File: config.mk
export PLATFORM = sky130hd
export DESIGN_NAME = spi_adc_control_byte_converter
export DESIGN_NICKNAME = d
export VERILOG_FILES = /design/src/rtl/core/sadc_pkg.sv /design/src/rtl/core/spi_adc_control_byte_converter.sv
export SDC_FILE = /design/constraint.sdc
export NUM_CORES = 1
export LEC_CHECK = 0
export BUFFER_PORTS_ARGS = -buffer_cell sky130_fd_sc_hd__buf_2
export CAP_MARGIN = 20
export CORE_UTILIZATION = 55
export CTS_BUF_LIST = sky130_fd_sc_hd__clkbuf_4 sky130_fd_sc_hd__clkbuf_8
export DETAILED_ROUTE_END_ITERATION = 10
export PLACE_DENSITY = 0.77
export SLEW_MARGIN = 10
export SYNTH_ARGS = -nofsm -noshare
export SYNTH_HDL_FRONTEND = slang
export SYNTH_SLANG_ARGS = --single-unit
File: constraint.sdc
create_clock -name clk -period 3.6 [get_ports clk]
set_input_delay 0.36 -clock clk [delete_from_list [all_inputs] [get_ports clk]]
set_output_delay 0.36 -clock clk [all_outputs]
set_load 0.005 [all_outputs]
File: src/rtl/core/sadc_pkg.sv
`timescale 1ns / 1ps

package sadc_pkg;

    localparam int CFG_INDEX_W = 4;

    // configuration register indexes
    localparam logic [CFG_INDEX_W-1:0] CFG_EIGHT_INPUT  = 4'd0;
    localparam logic [CFG_INDEX_W-1:0] CFG_COMMON_LEVEL = 4'd1;

    // item kinds
    localparam logic CMD_TRANSFER  = 1'b0;
    localparam logic CMD_SET_LEVEL = 1'b1;

    // control byte bit positions
    localparam int BIT_PD1   = 1;
    localparam int BIT_SGL   = 2;
    localparam int BIT_UNI   = 3;
    localparam int BIT_SEL0  = 4;
    localparam int BIT_SEL1  = 5;
    localparam int BIT_SEL2  = 6;
    localparam int BIT_START = 7;

    localparam logic [7:0] CH0_RESET_LEVEL = 8'hf0;

    // read phases
    localparam logic [1:0] PHASE_IDLE = 2'd0;
    localparam logic [1:0] PHASE_HIGH = 2'd1;
    localparam logic [1:0] PHASE_LOW  = 2'd2;
    localparam logic [1:0] PHASE_DONE = 2'd3;

    typedef struct packed {
        logic       command;
        logic [7:0] tx_byte;
        logic [2:0] channel;
        logic [7:0] level;
    } sadc_req_t;

    typedef struct packed {
        logic [7:0] rx_byte;
        logic       irq;
    } sadc_rsp_t;

endpackage

File: src/rtl/core/spi_adc_control_byte_converter.sv
`timescale 1ns / 1ps

// Serial ADC control-byte converter behind an SPI byte link.
//
// Channels:
//   req : valid/ready beat, either an SPI byte transfer (command = transfer)
//         or a level update for one of eight analog channels.
//   rsp : valid/ready beat, one per req beat, in order: the byte shifted out
//         plus the sticky conversion interrupt after that beat.
//   cfg : valid/ready write beat (index, data); always ready. Index 0 is
//         eight-input mode, index 1 the common level; other indexes are dropped.
// Path: the req accepting edge loads the input register; the beat then moves on
//   to the result register with the conversion and phase state when it advances.
// Throughput: one beat per cycle while rsp is taken; every beat finishes in the
//   single compute pass, so back-to-back beats never wait on state.
// Stall: when rsp is held, the result register keeps its beat and the input
//   register can still take one more; req_ready drops once both are full.
// Reset: levels go to channel 0 = 0xF0, others 0; powered down, phase 0,
//   interrupt clear, eight-input mode off, common level 0; both stages empty.
module spi_adc_control_byte_converter (
    input  logic                             clk,
    input  logic                             rst_n,
    input  logic                             req_valid,
    output logic                             req_ready,
    input  sadc_pkg::sadc_req_t              req,
    output logic                             rsp_valid,
    input  logic                             rsp_ready,
    output sadc_pkg::sadc_rsp_t              rsp,
    input  logic                             cfg_valid,
    output logic                             cfg_ready,
    input  logic [sadc_pkg::CFG_INDEX_W-1:0] cfg_index,
    input  logic [7:0]                       cfg_data
);

    // input stage
    logic                s1_valid_reg;
    sadc_pkg::sadc_req_t s1_data_reg;
    logic                s2_advance;

    // configuration
    logic       eight_input_reg;
    logic [7:0] common_level_reg;

    // levels kept as channel pairs: row r holds {ch 2r+1, ch 2r}
    logic [15:0] level_pair_reg [4];

    // conversion state
    logic       active_reg, active_next;
    logic [1:0] phase_reg, phase_next;
    logic [7:0] result_reg, result_next;
    logic       irq_reg, irq_next;

    // output stage
    logic                rsp_valid_reg;
    sadc_pkg::sadc_rsp_t rsp_data_reg, rsp_data_next;

    // compute signals
    logic [7:0]  tx;
    logic        start;
    logic [2:0]  sel_ch;
    logic [15:0] pair_row;
    logic [7:0]  own_level;
    logic [7:0]  pair_level;
    logic [7:0]  diff;
    logic [1:0]  phase_eff;
    logic [7:0]  rx;

    assign cfg_ready  = 1'b1;
    assign s2_advance = s1_valid_reg && (!rsp_valid_reg || rsp_ready);
    assign req_ready  = !s1_valid_reg || s2_advance;
    assign rsp_valid  = rsp_valid_reg;
    assign rsp        = rsp_data_reg;

    always_ff @(posedge clk or negedge rst_n)
    begin
        if (!rst_n)
        begin
            eight_input_reg  <= 1'b0;
            common_level_reg <= 8'd0;
        end
        else if (cfg_valid)
        begin
            if (cfg_index == sadc_pkg::CFG_EIGHT_INPUT)
                eight_input_reg <= cfg_data[0];
            else if (cfg_index == sadc_pkg::CFG_COMMON_LEVEL)
                common_level_reg <= cfg_data;
        end
    end

    always_ff @(posedge clk or negedge rst_n)
    begin
        if (!rst_n)
            s1_valid_reg <= 1'b0;
        else if (req_ready)
            s1_valid_reg <= req_valid;
    end

    always_ff @(posedge clk)
    begin
        if (req_valid && req_ready)
            s1_data_reg <= req;
    end

    // ---- single-pass conversion logic ----
    assign tx    = s1_data_reg.tx_byte;
    assign start = tx[sadc_pkg::BIT_START];

    // SEL bits decode; four-input mode drops SEL0
    always_comb
    begin
        if (eight_input_reg)
            sel_ch = {tx[sadc_pkg::BIT_SEL1], tx[sadc_pkg::BIT_SEL0], tx[sadc_pkg::BIT_SEL2]};
        else
            sel_ch = {1'b0, tx[sadc_pkg::BIT_SEL1], tx[sadc_pkg::BIT_SEL2]};
    end

    assign pair_row   = level_pair_reg[sel_ch[2:1]];
    assign own_level  = sel_ch[0] ? pair_row[15:8] : pair_row[7:0];
    assign pair_level = sel_ch[0] ? pair_row[7:0]  : pair_row[15:8];
    assign diff = own_level - (tx[sadc_pkg::BIT_SGL] ? common_level_reg : pair_level);

    always_comb
    begin
        active_next = active_reg;
        result_next = result_reg;
        irq_next    = irq_reg;
        phase_eff   = phase_reg;
        phase_next  = phase_reg;
        rx          = 8'd0;
        if (s1_data_reg.command == sadc_pkg::CMD_TRANSFER)
        begin
            if (start)
            begin
                phase_eff   = sadc_pkg::PHASE_IDLE;
                active_next = tx[sadc_pkg::BIT_PD1];
                if (tx[sadc_pkg::BIT_PD1])
                begin
                    // bipolar mode flips the MSB
                    result_next = diff ^ {!tx[sadc_pkg::BIT_UNI], 7'd0};
                    irq_next    = 1'b1;
                end
            end
            phase_next = phase_eff;
            if (active_next)
            begin
                case (phase_eff)
                    sadc_pkg::PHASE_HIGH: rx = {2'b00, result_next[7:2]};
                    sadc_pkg::PHASE_LOW:  rx = {result_next[1:0], 6'd0};
                    default:              rx = 8'd0;
                endcase
                if (phase_eff != sadc_pkg::PHASE_DONE)
                    phase_next = phase_eff + 2'd1;
            end
        end
        rsp_data_next.rx_byte = rx;
        rsp_data_next.irq     = irq_next;
    end

    always_ff @(posedge clk or negedge rst_n)
    begin
        if (!rst_n)
        begin
            active_reg <= 1'b0;
            phase_reg  <= sadc_pkg::PHASE_IDLE;
            result_reg <= 8'd0;
            irq_reg    <= 1'b0;
            level_pair_reg[0] <= {8'd0, sadc_pkg::CH0_RESET_LEVEL};
            for (int r = 1; r < 4; r++)
                level_pair_reg[r] <= 16'd0;
        end
        else if (s2_advance)
        begin
            active_reg <= active_next;
            phase_reg  <= phase_next;
            result_reg <= result_next;
            irq_reg    <= irq_next;
            if (s1_data_reg.command == sadc_pkg::CMD_SET_LEVEL)
            begin
                if (s1_data_reg.channel[0])
                    level_pair_reg[s1_data_reg.channel[2:1]][15:8] <= s1_data_reg.level;
                else
                    level_pair_reg[s1_data_reg.channel[2:1]][7:0] <= s1_data_reg.level;
            end
        end
    end

    // result register
    always_ff @(posedge clk or negedge rst_n)
    begin
        if (!rst_n)
            rsp_valid_reg <= 1'b0;
        else if (s2_advance)
            rsp_valid_reg <= 1'b1;
        else if (rsp_ready)
            rsp_valid_reg <= 1'b0;
    end

    always_ff @(posedge clk)
    begin
        if (s2_advance)
            rsp_data_reg <= rsp_data_next;
    end

endmodule

# Yosys cells after proc, flatten, opt, wreduce, memory -nomap -nowiden
# Index checks and enable logic that the tools add are counted.
# totals
input_bits,37
register_bits,116
output_inout_bits,12
# classes
n_lt_le_gt_ge,3
n_bitwise,6
muxes,28
n_reduce_logical,15
n_eq_ne,4
add_sub_neg,2
# ops
op,n
$bwmux 64,2
$demux 16 s2,2
$mux 64,1
$mux 16,3
$mux 8,6
$bmux 16 s2,1
$pmux 8 s2,1
$mux 2,4
$sub 8x8->8,1
$xor 8x8->8,1
$mux 1,7
$ge 3x3->1 const B,2
$not 2->3,2
$reduce_and 2->1,3
$eq 4x1->1 const B,1
$logic_not 4->1,1
$logic_and 1x1->1,3
$logic_not 1->1,3
$lt 3x1->1 const B,1
$mux 3,1
$not 1->1,3
$reduce_and 3->1,1
$add 2x1->2 const B,1
$eq 2x1->1 const B,1
other kinds (5),6

# Logic depth before layout (Yosys ltp)
# Gate-level depths: netlist of the first run.
# logic_depth
depth_word,12
depth_mapped,19
ltp_nobuf,16

# Least setup slack after synthesis of the first run
# No wires, ideal clock.
# synth_timing
kind,register -> register
start,"register s1_data_reg, in the netlist tx[4]"
end,"register rsp_data_reg, in the netlist rsp[6] (data pin)"
path_stages_with_launch,16
t_arrival_ps,3278
setup_slack_ps,164
path_cell_list,edfxtp_1 -> buf_6 -> clkbuf_1 -> mux2i_1 -> a21oi_1 -> a21oi_1 -> a211oi_1 -> a21oi_1 -> ha_1 -> nor2b_1 -> o21ai_0 -> a21oi_1 -> a211oi_1 -> or3_1 -> xnor3_1 -> a211oi_2
# synth_between
elab_chain_cells,12
word_cells_on_any_way,13
cone_classes,1 x add/sub; 10 x mux; 2 x bitwise
# synth_rtl
item,line,text
start: declaration,spi_adc_control_byte_converter.sv:37,sadc_pkg::sadc_req_t s1_data_reg;
start signal: assignment,spi_adc_control_byte_converter.sv:101,s1_data_reg <= req;
$mux 3 *,spi_adc_control_byte_converter.sv:111,if (eight_input_reg)
$not 2->3 (not written as such) *,spi_adc_control_byte_converter.sv:117,assign pair_row = level_pair_reg[sel_ch[2:1]];
$bmux 16 s2 *,spi_adc_control_byte_converter.sv:117,
$mux 16 (not written as such) * (2 in series),spi_adc_control_byte_converter.sv:117,
$mux 8,spi_adc_control_byte_converter.sv:119,assign pair_level = sel_ch[0] ? pair_row[7:0] : pair_row[15:8];
$mux 8,spi_adc_control_byte_converter.sv:120,assign diff = own_level - (tx[sadc_pkg::BIT_SGL] ? common_level_reg : pair_level);
$sub 8x8->8 *,spi_adc_control_byte_converter.sv:120,
$xor 8x8->8 *,spi_adc_control_byte_converter.sv:139,"result_next = diff ^ {!tx[sadc_pkg::BIT_UNI], 7'd0};"
$mux 8 *,spi_adc_control_byte_converter.sv:136,if (tx[sadc_pkg::BIT_PD1])
$mux 8 *,spi_adc_control_byte_converter.sv:132,if (start)
$pmux 8 s2 *,spi_adc_control_byte_converter.sv:146,case (phase_eff)
end signal: assignment,spi_adc_control_byte_converter.sv:201,rsp_data_reg <= rsp_data_next;
end: declaration,spi_adc_control_byte_converter.sv:55,"sadc_pkg::sadc_rsp_t rsp_data_reg, rsp_data_next;"
# Mark *: on every way between the ends. The rest lies on a longest branch, timed or not. The select of a mux whose other input is x is not followed.
# A chain may end at the register's enable or synchronous reset.

# Worst setup path after layout of the first run
# layout_timing
start,"register s1_data_reg, in the netlist tx[4]"
end,"register rsp_data_reg, in the netlist rsp[5] (data pin)"
# Same word-level chain as after synthesis.

==> metrics, run 1 <==
status=complete, no violations; Final Cell Area=~6500 sq um; pre-CTS setup slack=-0.04303 ns; via density per instance=5.493; CTS Buf Count=17; Crit. End Element=flip-flop; Compound-Gate Fraction of Synth Area=~7%; area grow syn2layout=16.84%; peak supply drop=about 0.37 mV; top-area cell type share of the netlist area=37.18%; Num Clock Sinks=115; Die Span X=102.8 um; PwrDens=650.0 nW/um^2; Post-synth EDFFs=28; Max FO, Critical Path=7; Routed WL=11140 um; hpwl dp=7556 um; routed via count=3796; most frequent cells in the layout=83 x dfrtp_1, 77 x mux2_2, 59 x nor2_1; antenna cells=0; GRT Total Usage=22.42%; Synth Area in XOR/XNOR=1.501%; Seq/Total Area, Yosys=between 50% and 60%; Overall Power=4.243 mW; mapped cell area=5587 sq um; Simple-Gate Fraction of Synth Area=between 10% and 20%; vias in the first global route=~3700; clock-pin slew of the registers on the worst-case setup and hold paths=0.07 ns; max FFs per register=64; Final Max Tran Viols=0; final hold violation count=0; Yosys top cell by area=dfrtp_1; HP Class=input port to flip-flop; GPL Wtd Cong=0.8224; Ports=49; worst clock skew=approximately 0.012 ns; Final nets=594; die area=10560 sq um; fin crit share=95.67%; CP required=about 3.8 ns; # DRC=0; CP Data Arrival Time=3.62 ns; Mapped Cells=477; Worst slew margin=36.81%; most common cell after layout, fill and taps aside=dfrtp_1; hold slack=0.1029 ns; H-Tree Depth=4; post-route minimum period=3.444 ns; share of cells above drive strength 1=35.84%; fmax=0.2903 GHz; multi-input logic area=2490 sq um; Initial Util=56.89%; Crit Path Class=flip-flop to flip-flop; final std cells w/o fill=a little under 700; Starting DRT DRC Count=335; count of cell types in the netlist=40; Setup crit start kind=flip-flop; Fillers=754; Reg area=3023 sq um; Row Count=36; Least-Margin Pin Slew=0.9479 ns; Antenna Nets Post-Route=0; Most used DFF post-synth=dfrtp_1; Ys Warns=0; Inst Count DP=650; Post-DP Area=6006 sq um; internal reg-to-reg setup slack=0.16 ns; Wirelength per Cell=16.12 um; grt total ovfl=0; ranking of synthesized cells by area=dfrtp_1 37%, mux2_2 16%, edfxtp_1 15%; MaxCap Viol Count=0; pin count of the biggest net entering global routing=88; Async S/R FF share, synth=about 76%; first-pass GRT wire length=~18000 um; number of synthesized register bits=115; Lkg Pwr=2.870 nW; mux share of post-synthesis cell area=21.12%; largest family of logic cells by synthesized area=multiplexers; Core ar.=between 9000 and 10000 sq um; Die Ht=102.8 um; clk buf depth=2; initial antenna violation count=0; setup violators final=0; mean area per synthesized cell=roughly 12 sq um; fin worst setup slack=0.1557 ns; post-synthesis adder-cell area fraction=2.822%; Root Driver=clkbuf_8; first-pass detailed-route iteration total=4; clk_lat worst skew=0.43 ns; CTS tree=yes; number of port buffers=46; synthesized net count=526
==> through the flow <==
step	TNS, ns	util (%)
5_1_grt	-0.01239	66.48
3_5_place_dp	-0.05100	61.16
6_report	0	66.48
2_1_floorplan	0	-
4_1_cts	0	65.20
3_3_place_gp	0	61.16
==> area by class of cell <==
class / count / area share (%)
clock inverters: 15 / 2.147
inverters: 6 / 0.3450
well taps: 133 / 2.549
multi-input cells: 335 / 38.14
clock buffers: 17 / 3.584
repair buffers: 70 / 6.920
flip-flops and latches: 115 / 46.31
==> synth_stat cells (2+ instances only) <==
cell type / number
a211oi_1: 9
a21oi_1: 44
and2_1: 2
buf_6: 3
clkbuf_1: 16
dfrtp_1: 83
dfstp_2: 4
edfxtp_1: 28
ha_1: 11
inv_1: 6
mux2_2: 77
mux2_4: 2
mux2i_1: 26
nand2_1: 35
nand2b_1: 8
nand3b_1: 2
nor2_1: 59
nor2b_1: 9
nor3_1: 16
o21ai_0: 8
o21ai_1: 2
o21bai_1: 2
or3_1: 3
xnor2_1: 3
xor2_1: 4
==> layer usage <==
layer	global-route usage [%]	vias to the layer above	wire, um
li1	-	1820	-
met1	28.83	1874	4870
met2	36.72	84	5603
met3	5.492	18	428
met4	8.884	0	233
met5	0	-	0
==> path summary, 6_finish.rpt <==
path / startpoint / endpoint / cells after the start
max: tx[4] / rsp[5] / 16
min: req[2] / s1_data_reg[2] / 1
max reg2reg: tx[4] / rsp[5] / 16
min reg2reg: irq_reg / irq_reg / 1
max in group asynchronous: rst_n / level_pair_reg[55] / 3
min in group asynchronous: rst_n / level_pair_reg[22] / 2
==> repair_timing <==
action / in CTS / in global routing
hold buffers: 0 / 1
buffers inserted: 3 / 4
endpoints found under the hold margin: 0 / 18
pin swaps: 2 / 9
gates cloned: 0 / 0
gates resized for setup: 0 / 15
endpoints found under the setup margin: 2 / 5
==> logic make-up after synthesis <==
logic type | count (synthesis)
simple gates | 139
flops | 115
mux | 106
compound gates | 69
buf+inv | 27
fa+ha+maj | 12
xor+xnor | 8
other cells | 1
==> power by group <==
part / total, mW / switching (mW) / leakage (nW) / internal (mW)
Sequential: 1.88 / 0.214 / 1.33 / 1.66
Combinational: 1.24 / 0.599 / 1.34 / 0.641
Clock: 1.13 / 0.520 / 0.195 / 0.606
==> critical path, cell delays in order (launching register included) <==
cell	delay (ns)
edfxtp_1	0.53
buf_6	0.21
mux2i_1	0.16
a21oi_1	0.20
a21oi_1	0.10
mux2_2	0.27
o21ai_1	0.13
ha_2	0.19
inv_1	0.05
fa_2	0.35
a21o_1	0.18
a21oi_2	0.16
o21bai_1	0.11
a21oi_2	0.15
xnor2_1	0.08
mux2i_1	0.24
nor2_1	0.08
Power figures use the tool's default switching activity.
==> run 2: changes to the inputs <==
CORE_UTILIZATION = 30   (was 55)
CTS_CLUSTER_SIZE = 30   (was unset)
PLACE_DENSITY = unset   (was 0.77)
TNS_END_PERCENT = 100   (was unset)
==> metrics, run 2 (synthesized netlist as in run 1, its figures left out) <==
status=finished with violations (was complete, no violations); failing checks=design-rule violations; number of port buffers=46 (unchanged); Levels on crit path=16 (unchanged); R2R cell count=16 (unchanged); fmax=0.2918 GHz (was 0.2903 GHz); area grow syn2layout=17.02% (was 16.84%); GRT Total Usage=12.95% (was 22.42%); MaxCap Viol Count=0 (unchanged); Core ar.=18090 sq um (was 9819 sq um); fin crit share=95.19% (was 95.67%); CP required=3.80 ns (was 3.78 ns); GPL Wtd Cong=0.7722 (was 0.8224); H-Tree Depth=4 (unchanged); Worst slew margin=39.57% (was 36.81%); Crit. End Element=flip-flop (unchanged); hold slack=0.03759 ns (was 0.1029 ns); first-pass GRT wire length=19160 um (was 17660 um); CTS Buf Count=17 (unchanged); grt total ovfl=0 (unchanged); Lkg Pwr=2.825 nW (was 2.870 nW); max FFs per register=64 (unchanged); setup violators final=0 (unchanged); R2R Path Start=tx[4] (unchanged); internal reg-to-reg setup slack=0.17 ns (was 0.16 ns); PwrDens=622.7 nW/um^2 (was 650.0 nW/um^2); Cell Chain, Critical Path=buf_12 > mux2i_1 > a21oi_1 > a21oi_1 > mux2_2 > o21ai_1 > ha_2 > inv_1 > fa_1 > a21o_1 > a21oi_2 > o21bai_1 > a21oi_1 > xnor2_1 > mux2i_1 > nor2_1 (was buf_6 > mux2i_1 > a21oi_1 > a21oi_1 > mux2_2 > o21ai_1 > ha_2 > inv_1 > fa_2 > a21o_1 > a21oi_2 > o21bai_1 > a21oi_2 > xnor2_1 > mux2i_1 > nor2_1); buffer and inverter count on the worst path=2 (unchanged); Worst path slowest cell=edfxtp_1 (unchanged); worst clock skew=0.01338 ns (was 0.01158 ns); RSZ-0062 raised after global routing=true; Setup crit start kind=flip-flop (unchanged); Row Count=49 (was 36); Root Driver=clkbuf_8 (unchanged); CTS tree=yes (unchanged); post-route minimum period=3.427 ns (was 3.444 ns); first-pass detailed-route iteration total=9 (was 4); Routed WL=11520 um (was 11140 um); routed via count=3721 (was 3796); Fillers=1780 (was 754); Final Max Tran Viols=0 (unchanged); clk buf depth=2 (unchanged); initial antenna violation count=0 (unchanged); clk_lat worst skew=0.44 ns (was 0.43 ns); final hold violation count=0 (unchanged); Wirelength per Cell=14.74 um (was 16.12 um); # DRC=14 (was 0); reg-to-reg endpoint=rsp[5] (unchanged); Die Ht=138.5 um (was 102.8 um); CP dominant cell by count=a21oi_1; Reg area=3023 sq um (unchanged); Post-Route Setup TNS=0 ns (unchanged); Ports=49 (unchanged); Worst path max stage delay=0.51 ns (was 0.53 ns); via density per instance=4.758 (was 5.493); HP Class=input port to asynchronous set/reset pin (was input port to flip-flop); Crit Path Class=flip-flop to flip-flop (unchanged); peak supply drop=0.2473 mV (was 0.3657 mV); multi-input logic area=2470 sq um (was 2490 sq um); CP delay by family, top=compound AO/OA/AOI/OAI gates (unchanged); Num Clock Sinks=115 (unchanged); clock-pin slew of the registers on the worst-case setup and hold paths=0.07 ns (about the same); die area=19170 sq um (was 10560 sq um); Max FO, Critical Path=9 (was 7); antenna cells=0 (unchanged); share of cells above drive strength 1=34.18% (was 35.84%); Antenna Nets Post-Route=0 (unchanged); vias in the first global route=3809 (was 3683); most common cell after layout, fill and taps aside=dfrtp_1 (unchanged); Final nets=589 (was 594); most frequent cells in the layout=83 x dfrtp_1, 77 x mux2_2, 59 x nor2_1 (unchanged); Die Span X=138.5 um (was 102.8 um); Least-Margin Pin Slew=0.9065 ns (was 0.9479 ns); hpwl dp=8354 um (was 7556 um); pin count of the biggest net entering global routing=69 (was 88); Initial Util=30.89% (was 56.89%); Starting DRT DRC Count=165 (was 335); CP Data Arrival Time=3.62 ns (about the same)
[run 2: cell types whose count changed in the layout (fill, tap and decap cells not counted), moves of 3 or more]
| cell | previous run | this run |
|---|---|---|
| clkinv_2 | 7 | 3 |
| clkbuf_4 | 0 | 6 |
| buf_4 | 21 | 17 |
| clkinv_1 | 0 | 3 |
[run 2: worst max-delay path by stage]
stage | startpoint | to | slack, ns
global placement | tx[4] | rsp[6] | 0.07
floorplan | tx[4] | rsp[6] | 0.16
global route | tx[4] | rsp[5] | -0.02
detailed placement | tx[4] | rsp[6] | 0.006
finish | tx[4] | rsp[5] | 0.17
CTS | tx[4] | rsp[6] | 0.009
[run 2: repair_timing]
action,4_1_cts,5_1_grt
pin swaps,1,3
endpoints found under the setup margin,1,5
resized for setup,0,16
hold buffers,0,0
setup buffers,4,2
[run 2: per-layer routing]
| metal | track usage, % | vias up | part of all wire, % |
|---|---|---|---|
| li1 | - | 1814 | - |
| met4 | 4.435 | 0 | 0.99 |
| met1 | 15.53 | 1831 | 44 |
| met3 | 4.295 | 9 | 4.8 |
| met5 | 0 | - | 0 |
| met2 | 21.75 | 67 | 50 |
[run 2: stage by stage]
| step | setup WS (ns) | cell area [sq um] | util (%) | std cells | total power [mW] |
|---|---|---|---|---|---|
| 6_report | 0.1730 | 6538 | 36.15 | 782 | 4.071 |
| 5_1_grt | -0.01781 | 6538 | 36.15 | 782 | 4.350 |
| 4_1_cts | 0.009345 | 6469 | 35.77 | 780 | 4.080 |
| 3_5_place_dp | 0.005956 | 6098 | 33.72 | 744 | 3.015 |
| 3_3_place_gp | 0.07306 | 6098 | 33.72 | 744 | 2.950 |
| 2_1_floorplan | 0.1641 | 5587 | - | 477 | 2.710 |
[run 2: layout make-up]
| type | count | share of cell area (%) |
|---|---|---|
| multi-input cells | 335 | 37.78 |
| repair buffers | 65 | 6.048 |
| inverters | 6 | 0.3445 |
| flip-flops and latches | 115 | 46.24 |
| clock inverters | 7 | 0.5167 |
| clock buffers | 25 | 4.689 |
| well taps | 229 | 4.383 |
[run 2: where the power goes]
group | switching, mW | internal (mW) | total (mW)
sequential | 0.194 | 1.66 | 1.86
clock | 0.491 | 0.546 | 1.04
combinational | 0.582 | 0.595 | 1.18
